`src/rtl/core/mcl_pkg.sv`:
```
// ----------------------------------------------------------------------------
// mcl_pkg
// Shared types, field layout and format tables of the mip chain layout unit.
// ----------------------------------------------------------------------------
package mcl_pkg;

    // Input field widths
    localparam int FMT_W  = 5;
    localparam int TYPE_W = 2;
    localparam int SIZE_W = 13;
    localparam int REQ_W  = 4;

    // Output field widths
    localparam int LVL_W    = 4;
    localparam int BYTES_W  = 41;
    localparam int OFFS_W   = 41;
    localparam int TTEX_W   = 40;
    localparam int TBYTES_W = 44;

    // Internal arithmetic widths
    localparam int WH_W     = 2 * SIZE_W;
    localparam int VOX_W    = 3 * SIZE_W;
    localparam int ACC_W    = 44;
    localparam int TEXEL_W  = 5;

    // Stream payload widths
    localparam int S_TDATA_W = 48;
    localparam int S_TUSER_W = 2;
    localparam int M_TDATA_W = 216;
    localparam int M_TUSER_W = 1;

    localparam logic [LVL_W-1:0] RESULT_CAP = 4'd13;
    localparam int               FMT_COUNT  = 23;

    localparam logic [TYPE_W-1:0] TYPE_1D   = 2'd0;
    localparam logic [TYPE_W-1:0] TYPE_2D   = 2'd1;
    localparam logic [TYPE_W-1:0] TYPE_3D   = 2'd2;
    localparam logic [TYPE_W-1:0] TYPE_CUBE = 2'd3;

    // Commands from the controller to the datapath
    typedef struct packed {
        logic load;
        logic resolve;
        logic mul_wh;
        logic mul_vox;
        logic mul_bytes;
        logic acc;
        logic emit;
    } cmd_t;

    // Status from the datapath to the controller
    typedef struct packed {
        logic err;   // request beyond the chain, valid during resolve
        logic done;  // current emit is the final result
    } sts_t;

    function automatic logic [TEXEL_W-1:0] texel_bytes(input logic [FMT_W-1:0] fmt);
        logic [TEXEL_W-1:0] b;
        unique case (fmt)
            5'd1, 5'd2, 5'd3, 5'd6, 5'd10, 5'd13: b = 5'd2;
            5'd4, 5'd5:                           b = 5'd1;
            5'd7:                                 b = 5'd3;
            5'd8, 5'd9, 5'd11, 5'd14, 5'd16, 5'd22: b = 5'd4;
            5'd12, 5'd15, 5'd17:                  b = 5'd8;
            5'd18:                                b = 5'd16;
            default:                              b = 5'd0;
        endcase
        return b;
    endfunction

    function automatic logic can_mip(input logic [FMT_W-1:0] fmt);
        logic m;
        if (fmt == 5'd0 || fmt == 5'd16 || fmt == 5'd17 || fmt == 5'd18 ||
            fmt >= 5'd22)
        begin
            m = 1'b0;
        end
        else
        begin
            m = 1'b1;
        end
        return m;
    endfunction

    // Position of the highest set bit, 0 for a value of 0 or 1
    function automatic logic [LVL_W-1:0] floor_log2(input logic [SIZE_W-1:0] v);
        logic [LVL_W-1:0] n;
        n = '0;
        for (int i = 1; i < SIZE_W; i++)
        begin
            if (v[i])
            begin
                n = LVL_W'(i);
            end
        end
        return n;
    endfunction

endpackage

```
`src/rtl/core/mcl_ctrl.sv`:
```
// ----------------------------------------------------------------------------
// mcl_ctrl
// Sequencer: accepts a description, steps each level through the datapath
// and owns the result valid flag.
// ----------------------------------------------------------------------------
module mcl_ctrl
(
    input  logic          clk,
    input  logic          rst_n,
    input  logic          s_tvalid,
    output logic          s_tready,
    output logic          m_tvalid,
    input  logic          m_tready,
    output mcl_pkg::cmd_t cmd,
    input  mcl_pkg::sts_t sts
);
    import mcl_pkg::*;

    typedef enum logic [6:0] {
        S_IDLE      = 7'b0000001,
        S_RESOLVE   = 7'b0000010,
        S_MUL_WH    = 7'b0000100,
        S_MUL_VOX   = 7'b0001000,
        S_MUL_BYTES = 7'b0010000,
        S_ACC       = 7'b0100000,
        S_EMIT      = 7'b1000000
    } state_t;

    state_t state_reg, state_next;
    logic   out_valid_reg, out_valid_next;
    logic   out_free;

    assign s_tready = (state_reg == S_IDLE);
    assign m_tvalid = out_valid_reg;
    assign out_free = !out_valid_reg || m_tready;

    always_comb
    begin
        state_next = state_reg;
        cmd        = '0;
        unique case (state_reg)
            S_IDLE:
            begin
                if (s_tvalid)
                begin
                    cmd.load   = 1'b1;
                    state_next = S_RESOLVE;
                end
            end
            S_RESOLVE:
            begin
                cmd.resolve = 1'b1;
                state_next  = sts.err ? S_EMIT : S_MUL_WH;
            end
            S_MUL_WH:
            begin
                cmd.mul_wh = 1'b1;
                state_next = S_MUL_VOX;
            end
            S_MUL_VOX:
            begin
                cmd.mul_vox = 1'b1;
                state_next  = S_MUL_BYTES;
            end
            S_MUL_BYTES:
            begin
                cmd.mul_bytes = 1'b1;
                state_next    = S_ACC;
            end
            S_ACC:
            begin
                cmd.acc    = 1'b1;
                state_next = S_EMIT;
            end
            S_EMIT:
            begin
                if (out_free)
                begin
                    cmd.emit   = 1'b1;
                    state_next = sts.done ? S_IDLE : S_MUL_WH;
                end
            end
            default:
            begin
                state_next = S_IDLE;
            end
        endcase
    end

    always_comb
    begin
        out_valid_next = out_valid_reg;
        if (cmd.emit)
        begin
            out_valid_next = 1'b1;
        end
        else if (m_tready)
        begin
            out_valid_next = 1'b0;
        end
    end

    always_ff @(posedge clk or negedge rst_n)
    begin
        if (!rst_n)
        begin
            state_reg     <= S_IDLE;
            out_valid_reg <= 1'b0;
        end
        else
        begin
            state_reg     <= state_next;
            out_valid_reg <= out_valid_next;
        end
    end

    a_emit_free: assert property (@(posedge clk) disable iff (!rst_n)
        cmd.emit |-> (!out_valid_reg || m_tready))
        else $error("result written over an untaken result");

    a_accept_resolve: assert property (@(posedge clk) disable iff (!rst_n)
        (s_tvalid && s_tready) |=> (state_reg == S_RESOLVE))
        else $error("accepted description not resolved");

    a_valid_source: assert property (@(posedge clk) disable iff (!rst_n)
        $rose(out_valid_reg) |-> $past(cmd.emit))
        else $error("result valid raised without an emit");

endmodule

```
`src/rtl/core/mcl_datapath.sv`:
```
// ----------------------------------------------------------------------------
// mcl_datapath
// Description registers, level count resolve, size/byte product chain,
// running sums and the result register.
// ----------------------------------------------------------------------------
module mcl_datapath
#(
    parameter int MAX_SIZE_LOG2 = 12
)
(
    input  logic                             clk,
    input  logic                             rst_n,
    input  logic [mcl_pkg::S_TDATA_W-1:0]    s_tdata,
    input  logic [mcl_pkg::S_TUSER_W-1:0]    s_tuser,
    output logic [mcl_pkg::M_TDATA_W-1:0]    m_tdata,
    output logic [mcl_pkg::M_TUSER_W-1:0]    m_tuser,
    output logic                             m_tlast,
    input  mcl_pkg::cmd_t                    cmd,
    output mcl_pkg::sts_t                    sts
);
    import mcl_pkg::*;

    localparam logic [31:0] TOP = 32'd1 << MAX_SIZE_LOG2;

    function automatic logic [SIZE_W-1:0] clamp_size(input logic [SIZE_W-1:0] s);
        logic [SIZE_W-1:0] r;
        if (s == '0)
        begin
            r = SIZE_W'(1);
        end
        else if ({{(32-SIZE_W){1'b0}}, s} > TOP)
        begin
            r = TOP[SIZE_W-1:0];
        end
        else
        begin
            r = s;
        end
        return r;
    endfunction

    // Description fields
    logic [FMT_W-1:0]   in_fmt;
    logic [TYPE_W-1:0]  in_type;
    logic [SIZE_W-1:0]  sx, sy, sz;
    logic [REQ_W-1:0]   in_req;

    assign in_fmt  = s_tdata[4:0];
    assign in_type = s_tuser[1:0];
    assign sx      = clamp_size(s_tdata[17:5]);
    assign sy      = clamp_size(s_tdata[30:18]);
    assign sz      = clamp_size(s_tdata[43:31]);
    assign in_req  = s_tdata[47:44];

    logic [SIZE_W-1:0]  w_reg, h_reg, d_reg;
    logic [TEXEL_W-1:0] pix_reg;
    logic               mip_reg, cube_reg, err_reg;
    logic [REQ_W-1:0]   req_reg;
    logic [LVL_W-1:0]   count_reg, lvl_reg;
    logic [WH_W-1:0]    wh_reg;
    logic [VOX_W-1:0]   vox_reg;
    logic [ACC_W-1:0]   bytes_reg, offset_reg, off_end_reg;
    logic [TTEX_W-1:0]  texels_reg;

    logic [M_TDATA_W-1:0] out_data_reg;
    logic                 out_err_reg, out_last_reg;

    // Level count resolve
    logic [LVL_W-1:0] lw, lh, ld, lmax, maxl, count_c;
    logic             err_c, last_c;

    always_comb
    begin
        lw   = floor_log2(w_reg);
        lh   = floor_log2(h_reg);
        ld   = floor_log2(d_reg);
        lmax = lw;
        if (lh > lmax)
        begin
            lmax = lh;
        end
        if (ld > lmax)
        begin
            lmax = ld;
        end
        maxl  = lmax + LVL_W'(1);
        err_c = mip_reg && (req_reg > maxl);
        priority if (!mip_reg)
        begin
            count_c = LVL_W'(1);
        end
        else if (req_reg == '0)
        begin
            count_c = maxl;
        end
        else
        begin
            count_c = req_reg;
        end
        if (count_c > RESULT_CAP)
        begin
            count_c = RESULT_CAP;
        end
    end

    assign last_c   = err_reg || (lvl_reg == count_reg - LVL_W'(1));
    assign sts.err  = err_c;
    assign sts.done = last_c;

    // Totals for the final result, times six for cube maps
    logic [TTEX_W-1:0]   tot_tex;
    logic [TBYTES_W-1:0] tot_bytes;

    always_comb
    begin
        if (cube_reg)
        begin
            tot_tex   = (texels_reg << 2) + (texels_reg << 1);
            tot_bytes = (off_end_reg << 2) + (off_end_reg << 1);
        end
        else
        begin
            tot_tex   = texels_reg;
            tot_bytes = off_end_reg;
        end
    end

    // Result word, lowest field first
    logic [M_TDATA_W-1:0] level_word;

    always_comb
    begin
        level_word = '0;
        if (!err_reg)
        begin
            level_word[3:0]     = lvl_reg;
            level_word[16:4]    = w_reg;
            level_word[29:17]   = h_reg;
            level_word[42:30]   = d_reg;
            level_word[83:43]   = bytes_reg[BYTES_W-1:0];
            level_word[124:84]  = offset_reg[OFFS_W-1:0];
            level_word[128:125] = count_reg;
            if (last_c)
            begin
                level_word[168:129] = tot_tex;
                level_word[212:169] = tot_bytes;
            end
        end
    end

    // Control-side registers
    always_ff @(posedge clk or negedge rst_n)
    begin
        if (!rst_n)
        begin
            err_reg   <= 1'b0;
            count_reg <= '0;
            lvl_reg   <= '0;
        end
        else
        begin
            if (cmd.resolve)
            begin
                err_reg   <= err_c;
                count_reg <= count_c;
                lvl_reg   <= '0;
            end
            else if (cmd.emit)
            begin
                lvl_reg <= lvl_reg + LVL_W'(1);
            end
        end
    end

    // Payload registers
    always_ff @(posedge clk)
    begin
        if (cmd.load)
        begin
            w_reg    <= sx;
            h_reg    <= (in_type == TYPE_1D) ? SIZE_W'(1) :
                        ((in_type == TYPE_CUBE) ? sx : sy);
            d_reg    <= (in_type == TYPE_3D) ? sz : SIZE_W'(1);
            pix_reg  <= texel_bytes(in_fmt);
            mip_reg  <= can_mip(in_fmt);
            cube_reg <= (in_type == TYPE_CUBE);
            req_reg  <= in_req;
        end
        if (cmd.resolve)
        begin
            offset_reg <= '0;
            texels_reg <= '0;
        end
        if (cmd.mul_wh)
        begin
            wh_reg <= WH_W'(w_reg) * WH_W'(h_reg);
        end
        if (cmd.mul_vox)
        begin
            vox_reg <= VOX_W'(wh_reg) * VOX_W'(d_reg);
        end
        if (cmd.mul_bytes)
        begin
            bytes_reg  <= ACC_W'(vox_reg) * ACC_W'(pix_reg);
            texels_reg <= texels_reg + TTEX_W'(vox_reg);
        end
        if (cmd.acc)
        begin
            off_end_reg <= offset_reg + bytes_reg;
        end
        if (cmd.emit)
        begin
            out_data_reg <= level_word;
            out_err_reg  <= err_reg;
            out_last_reg <= last_c;
            offset_reg   <= off_end_reg;
            if (w_reg > SIZE_W'(1))
            begin
                w_reg <= w_reg >> 1;
            end
            if (h_reg > SIZE_W'(1))
            begin
                h_reg <= h_reg >> 1;
            end
            if (d_reg > SIZE_W'(1))
            begin
                d_reg <= d_reg >> 1;
            end
        end
    end

    assign m_tdata = out_data_reg;
    assign m_tuser = out_err_reg;
    assign m_tlast = out_last_reg;

    a_err_single: assert property (@(posedge clk) disable iff (!rst_n)
        (cmd.emit && err_reg) |=> (out_last_reg && out_err_reg))
        else $error("error result not marked final");

    a_lvl_range: assert property (@(posedge clk) disable iff (!rst_n)
        (cmd.emit && !err_reg) |-> (lvl_reg < count_reg))
        else $error("level index beyond resolved count");

    a_count_range: assert property (@(posedge clk) disable iff (!rst_n)
        cmd.resolve |=> (err_reg || (count_reg != '0 && count_reg <= RESULT_CAP)))
        else $error("resolved level count out of range");

endmodule

```
`src/rtl/core/mipmap_chain_layout_unit.sv`:
```
// ----------------------------------------------------------------------------
// mipmap_chain_layout_unit
// Resolves the mip chain of one texture description and streams one result
// per level: dimensions, byte size, byte offset and, on the last, totals.
// ----------------------------------------------------------------------------
//
//   channel | dir | carries                         | transfer when
//   --------+-----+---------------------------------+------------------------
//   s_*     | in  | one texture description         | s_tvalid && s_tready
//   m_*     | out | one result per mip level        | m_tvalid && m_tready
//
// Sequence: a description is taken and its level count resolved; an error
// result then goes straight to emit, else each level runs the five-step
// level sequence through the shared multiply chain (w*h, *d, *texel bytes,
// offset add, emit). A new description is taken only once the previous
// one has written its final result into the output register.
// Reset: rst_n clears the sequencer and the result valid flag; no sweep.
// Stalls: a low m_tready with a result pending freezes the sequencer at the emit step;
// the output register holds the pending result meanwhile.
// ----------------------------------------------------------------------------
module mipmap_chain_layout_unit
#(
    parameter int MAX_SIZE_LOG2 = 12
)
(
    input  logic                          clk,
    input  logic                          rst_n,
    // description
    input  logic                          s_tvalid,
    output logic                          s_tready,
    // [4:0] format, [17:5] size_x, [30:18] size_y, [43:31] size_z,
    // [47:44] requested_levels
    input  logic [mcl_pkg::S_TDATA_W-1:0] s_tdata,
    // [1:0] tex_type
    input  logic [mcl_pkg::S_TUSER_W-1:0] s_tuser,
    // level results
    output logic                          m_tvalid,
    input  logic                          m_tready,
    // [3:0] level_index, [16:4] width, [29:17] height, [42:30] depth,
    // [83:43] level_bytes, [124:84] level_offset, [128:125] level_count,
    // [168:129] total_texels, [212:169] total_bytes, [215:213] zero
    output logic [mcl_pkg::M_TDATA_W-1:0] m_tdata,
    // [0] error
    output logic [mcl_pkg::M_TUSER_W-1:0] m_tuser,
    // final result of the description
    output logic                          m_tlast
);
    import mcl_pkg::*;

    cmd_t cmd;
    sts_t sts;

    // Sequencer: one step of the level chain per cycle, except while the emit step waits for the output
    mcl_ctrl u_ctrl
    (
        .clk      (clk),
        .rst_n    (rst_n),
        .s_tvalid (s_tvalid),
        .s_tready (s_tready),
        .m_tvalid (m_tvalid),
        .m_tready (m_tready),
        .cmd      (cmd),
        .sts      (sts)
    );

    // Datapath: clamps, products, running sums, result register
    mcl_datapath
    #(
        .MAX_SIZE_LOG2 (MAX_SIZE_LOG2)
    )
    u_datapath
    (
        .clk     (clk),
        .rst_n   (rst_n),
        .s_tdata (s_tdata),
        .s_tuser (s_tuser),
        .m_tdata (m_tdata),
        .m_tuser (m_tuser),
        .m_tlast (m_tlast),
        .cmd     (cmd),
        .sts     (sts)
    );

endmodule
```
`config.mk`:
```
export PLATFORM = sky130hd
export DESIGN_NAME = mipmap_chain_layout_unit
export DESIGN_NICKNAME = d
export VERILOG_FILES = /design/src/rtl/core/mcl_pkg.sv /design/src/rtl/core/mcl_ctrl.sv /design/src/rtl/core/mcl_datapath.sv /design/src/rtl/core/mipmap_chain_layout_unit.sv
export SDC_FILE = /design/constraint.sdc
export NUM_CORES = 2
export LEC_CHECK = 0
export BUFFER_PORTS_ARGS = -buffer_cell sky130_fd_sc_hd__clkbuf_2
export CORE_MARGIN = 2
export CORE_UTILIZATION = 30
export CTS_BUF_LIST = sky130_fd_sc_hd__clkbuf_16
export DETAILED_ROUTE_END_ITERATION = 10
export GPL_TIMING_DRIVEN = 0
export SETUP_SLACK_MARGIN = 0.1
export SYNTH_ARGS = -nofsm -noshare
export SYNTH_HDL_FRONTEND = slang
export SYNTH_SLANG_ARGS = --single-unit
export TNS_END_PERCENT = 30
```
`constraint.sdc`:
```
create_clock -name clk -period 7.7 [get_ports clk]
set_clock_uncertainty 0.1 [all_clocks]
set_input_delay 0.385 -clock clk [delete_from_list [all_inputs] [get_ports clk]]
set_output_delay 0.385 -clock clk [all_outputs]
set_load 0.01 [all_outputs]
```
# Yosys cells after proc, flatten, opt, wreduce, memory -nomap -nowiden
# Memory sizes are Yosys's and may differ from the RTL's. A register that Yosys moved wholly into a read port is not among the register bits.
# Index checks and enable logic that the tools add are counted.
# totals
register_bits,514
romBits,160
input_bits,54
out_inout_bits,220
elab_cells,162
n_memories,1
# mem_list
memory,depth,word_bits,read_ports,rd_clocked_by_memory_dff,wr,line,rtl
(no name shown),32,5,1,1,0,mcl_pkg.sv:59,unique case (fmt)
# op_classes
add_sub_neg,7
multipliers,3
n_lt_le_gt_ge,11
eq_ne,15
mux,84
bitwise_logic,1
reduce_logical,19
# op_table
operator,n
13-bit 2-to-1 mux,18
44-bit 2-to-1 mux,3
40-bit 2-to-1 mux,3
44-bit adder,2
4-bit 2-to-1 mux,22
7-bit one-hot mux with 7 select lines,1
39-bit by 5-bit multiplier with 44-bit output,1
40-bit by 39-bit adder with 40-bit output,1
40-bit adder,1
"13-bit by 1-bit > comparator with 1-bit output, second input constant",3
"13-bit > comparator, second input constant",3
13-bit zero test,3
26-bit by 13-bit multiplier with 39-bit output,1
3-bit 2-to-1 mux,13
13-bit by 13-bit multiplier with 26-bit output,1
7-bit 2-to-1 mux,3
"5-bit equality test, second input constant",3
1-bit 2-to-1 mux,15
4-bit > comparator,3
2-bit 2-to-1 mux,6
"4-bit by 1-bit adder with 4-bit output, second input constant",2
"7-bit by 1-bit equality test with 1-bit output, second input constant",1
"7-bit by 2-bit equality test with 1-bit output, second input constant",1
"7-bit by 3-bit equality test with 1-bit output, second input constant",1
21 further kinds,29

# Depth between registers and ports, before layout
# depth
depth_word,21
depth_mapped,31
ltp_nobuf,30

# By module
# Synthesis repeated with hierarchy kept, for this count alone.
# hier_totals
hier_cells,5006
hier_area_um2,49368.6
# by_module_without_submodules
mod,n_inst,cells_each,area_per_inst_um2,seq_area_each_um2
mcl_datapath,1,4951,48888.1,14909.3
mcl_ctrl,1,55,480.5,201.4

# Worst setup path after synthesis
# OpenSTA, ideal clock, no wires.
# synth_timing
path_kind,register to register
from,register u_ctrl.state_reg[0]
to,"register u_datapath.out_data_reg[0], in the netlist u_datapath.m_tdata[0], enable pin"
setup_time_ps,1905
arrival_time_ps,5121
required_time_ps,5695
path_slack_ps,575
stages_incl_launch_ff,6
path_buffers,1
synth_period_minus_slack_ps,7125
path_cell_list,dfstp_2 > nor2_1 > and3_1 > clkbuf_1 > nand2_1 > clkinv_1
# synth_lines
item,line,rtl
"start, declared",mcl_ctrl.sv:29,"state_t state_reg, state_next;"
"start signal, assigned",mcl_ctrl.sv:112,state_reg <= state_next;
"end signal, assigned",mcl_datapath.sv:213,out_data_reg <= level_word;
"end, declared",mcl_datapath.sv:65,logic [M_TDATA_W-1:0] out_data_reg;

# Worst setup path in the final report
# layout_timing
from,register u_datapath.d_reg[8]
to,register u_datapath.vox_reg[37] (data pin)
# layout_via
elab_chain_len,1
# layout_lines
item,line,rtl
"start, declared",mcl_datapath.sv:55,"logic [SIZE_W-1:0] w_reg, h_reg, d_reg;"
"start signal, assigned",mcl_datapath.sv:183,d_reg <= (in_type == TYPE_3D) ? sz : SIZE_W'(1);
"start signal, assigned",mcl_datapath.sv:227,d_reg <= d_reg >> 1;
26-bit by 13-bit multiplier with 39-bit output,mcl_datapath.sv:200,vox_reg <= VOX_W'(wh_reg) * VOX_W'(d_reg);
"end signal, assigned",mcl_datapath.sv:200,
"end, declared",mcl_datapath.sv:61,logic [VOX_W-1:0] vox_reg;
# Every way passes these cells.
# A chain may end at the register's enable or synchronous reset.

==> results_dict.tcl <==
set metrics [dict create \
    root_buffer "clkbuf_16" \
    yosysTopAreaCell "edfxtp_1" \
    setup_viol 0 \
    fin_util 0.342 \
    cts_max_path_buffers 3 \
    seq_area_frac_synth 0.308 \
    worst_pin_slew_ns 1.37 \
    clk-insertion-delay-late_ns 0.68 \
    relSlewSlack 0.0859 \
    ir_drop_mv 0.309 \
    synthTopCellsByArea "edfxtp_1 28%, fa_1 20%, ha_1 9.8%" \
    synthMostInstantiatedCell "nand2_1" \
    worstReg2RegStart "u_datapath.d_reg[8]$_DFF_P_" \
    routed_wl_um 141000 \
    synth_area_per_cell_um2 9.89 \
    grt_util_all_layers 0.166 \
    synthCells 4961 \
    post-synth-top-area-fraction 0.283 \
    drive_above_1_share 0.0833 \
    final_max_slew_viol_count 0 \
    drt_iter0_markers 2742 \
    initial_utilization 0.302 \
    fin_crit_ns 7.20 \
    hp-class "in2reg" \
    gr-total-overflow 0 \
    outcome "completed" \
    antenna_found_initial 7 \
    synth_seq_cells 519 \
    cp-start-kind "flop" \
    wl_met1_um 63500 \
    row_count 148 \
    ys_warn_count 0 \
    routed_via_density 4.94 \
    portBuffers 266 \
    top_layer_used "met4" \
    grt_pass1_wl_um 218000 \
    ios 274 \
    layout.nets 6266 \
    clkSlewWorstSetupHoldPaths_ns 0.06 \
    setup_slack_ns 0.496 \
    largest_reg_flops 213 \
    cp.required_ns 8.01 \
    cts.sinks 519 \
    num_vias 37331 \
    dr.pass1.iters 5 \
    p_leak_nw 24.7 \
    r2r_setup_slack_ns 0.50 \
    cts_htree_levels 2 \
    hold_ws_ns 0.0573 \
    finalHoldViolations 0 \
    r2r_end "u_datapath.vox_reg[37]$_DFFE_PP_" \
    synth_edf_count 463 \
    ant_nets 0 \
    synth_cell_types 85 \
    crit_arrival_ns 7.51 \
    drc 0 \
    nFillCells 16616 \
    grt_max_degree 106 \
    rsz0062_at_grt "false" \
    netlist_area_um2 49100 \
    p_per_area_nw_per_um2 389 \
    area_growth_pct 13.3 \
    fin_crit_sh 0.936 \
    place.gp.congestion 0.925 \
    numCtsBuffers 59 \
    fmax_mhz 139 \
    critPathMaxFanout 10 \
    synth_commonest_cells "594 x nand2_1, 535 x inv_1, 500 x fa_1" \
    end_kind "flop" \
    die-width_um 408 \
    crit_type "reg2reg" \
    cap_violations 0 \
    cts_tree "yes" \
    avgRoutedWirePerCell_um 18.7 \
    hpwl_um 114000 \
    r2r_cells 20 \
    synth_ff_type "edfxtp_1" \
    num_antenna_cells 0 \
    met3_length_um 8340 \
    hold_path_depth 4 \
    worstHoldEndpoint "u_datapath.d_reg[8]$_DFF_P_" \
    min_from "s_tdata[39]" \
    die_height_um 408 \
    ys_async_sr_fraction 0.0328 \
    place_ws_ns -0.0300 \
    die_area_um2 167000 \
    met2_length_um 63800 \
    grt_pass1_vias 37680 \
    core-area_um2 163000 \
]
## how the worst max path moves through the flow
stage	slack, ns	to	from	cells past startpoint
3_3_place_gp	-3.71	u_datapath.m_tdata[151]$_SDFFCE_PP0P_	u_ctrl.state_reg[0]$_DFFE_PN1P_	5
6_report	0.50	u_datapath.vox_reg[37]$_DFFE_PP_	u_datapath.d_reg[8]$_DFF_P_	20
5_1_grt	0.08	u_datapath.vox_reg[38]$_DFFE_PP_	u_datapath.d_reg[12]$_DFF_P_	21
4_1_cts	0.13	u_datapath.vox_reg[38]$_DFFE_PP_	u_datapath.d_reg[11]$_DFF_P_	21
3_5_place_dp	-0.03	u_datapath.vox_reg[38]$_DFFE_PP_	u_datapath.d_reg[6]$_DFF_P_	23
2_1_floorplan	0.57	u_datapath.m_tdata[0]$_SDFFCE_PP0P_	u_ctrl.state_reg[0]$_DFFE_PN1P_	5
## report_power, final
group	internal [mW]	leakage, nW	total [mW]	switching, mW
registers	4.04	4.79	4.33	0.296
logic	5.71	18.9	14.4	8.69
clock network	1.59	0.978	2.87	1.28
total	11.3	24.7	21.6	10.3
## stage by stage
stage / setup TNS (ns) / power [mW] / instance area [um^2] / instances
2_1_floorplan: 0 / 14.8 / 49100 / 4963
3_3_place_gp: -827.21 / 18.4 / 53100 / 7404
3_5_place_dp: -0.0300 / 18.7 / 53400 / 7419
4_1_cts: 0 / 21.7 / 55600 / 7551
5_1_grt: 0 / 23.6 / 55600 / 7552
6_report: 0 / 21.6 / 55600 / 7552
## metal layers
| layer | track usage | up-vias |
|---|---|---|
| met2 | 0.268 | 1223 |
| met4 | 0.0590 | 0 |
| met1 | 0.227 | 18435 |
| met3 | 0.0236 | 214 |
| li1 | - | 17459 |
| met5 | 0 | - |
## layout by cell type, fill, tap and decap left out, types with 51 or more instances in the layout
master / count
inv_1: 541
nor2_1: 299
clkbuf_16: 59
xnor2_1: 154
nand2_1: 592
mux2i_1: 51
fa_1: 500
ha_1: 385
edfxtp_1: 463
a21o_1: 136
clkbuf_2: 283
and3_1: 73
clkbuf_1: 180
and2_1: 276
o21ai_0: 154
nor2b_1: 169
xor2_1: 82
a21oi_1: 258
## critical path: stages (launching register included)
cell and delay, ns:
dfxtp_1 0.40, clkbuf_1 0.71, clkbuf_1 0.39, and2_1 0.22
fa_1 0.46, fa_1 0.50, fa_1 0.54, fa_1 0.52
fa_1 0.49, ha_1 0.36, nand2_1 0.06, nor3_1 0.46
o21ai_0 0.18, a21oi_1 0.41, o2111ai_1 0.29, a21oi_1 0.20
a211o_1 0.16, o41a_1 0.16, a21o_1 0.12, a21oi_1 0.07
xnor2_1 0.12
## repair_timing
| item | in CTS | in global routing |
|---|---|---|
| gates resized for setup | 6 | 30 |
| endpoints found under the hold margin | 37 | 0 |
| endpoints found under the setup margin | 2 | 4 |
| hold buffers | 21 | 0 |
| buffers inserted | 0 | 0 |
## cell families after synthesis
kind of cell    after synthesis  synth area share
xor+xnor                    236            0.0421
compound gates              862             0.114
flops                       519             0.308
fa+ha+maj                   885             0.302
other cells                   1         0.0000764
buf+inv                     749            0.0575
mux                          54            0.0111
simple gates               1655             0.165
## cell type report
class | count | area, um^2 | area share
multi-input combinational | 3695 | 31200 | 0.561
sequential | 519 | 15100 | 0.272
tap | 2175 | 2720 | 0.0490
inverter | 538 | 2020 | 0.0364
timing repair buffer | 303 | 1770 | 0.0318
clock buffer | 59 | 1480 | 0.0266
buffer | 211 | 830 | 0.0149
clock inverter | 52 | 494 | 0.00889
Note: power is estimated with default switching activity, not from simulation.
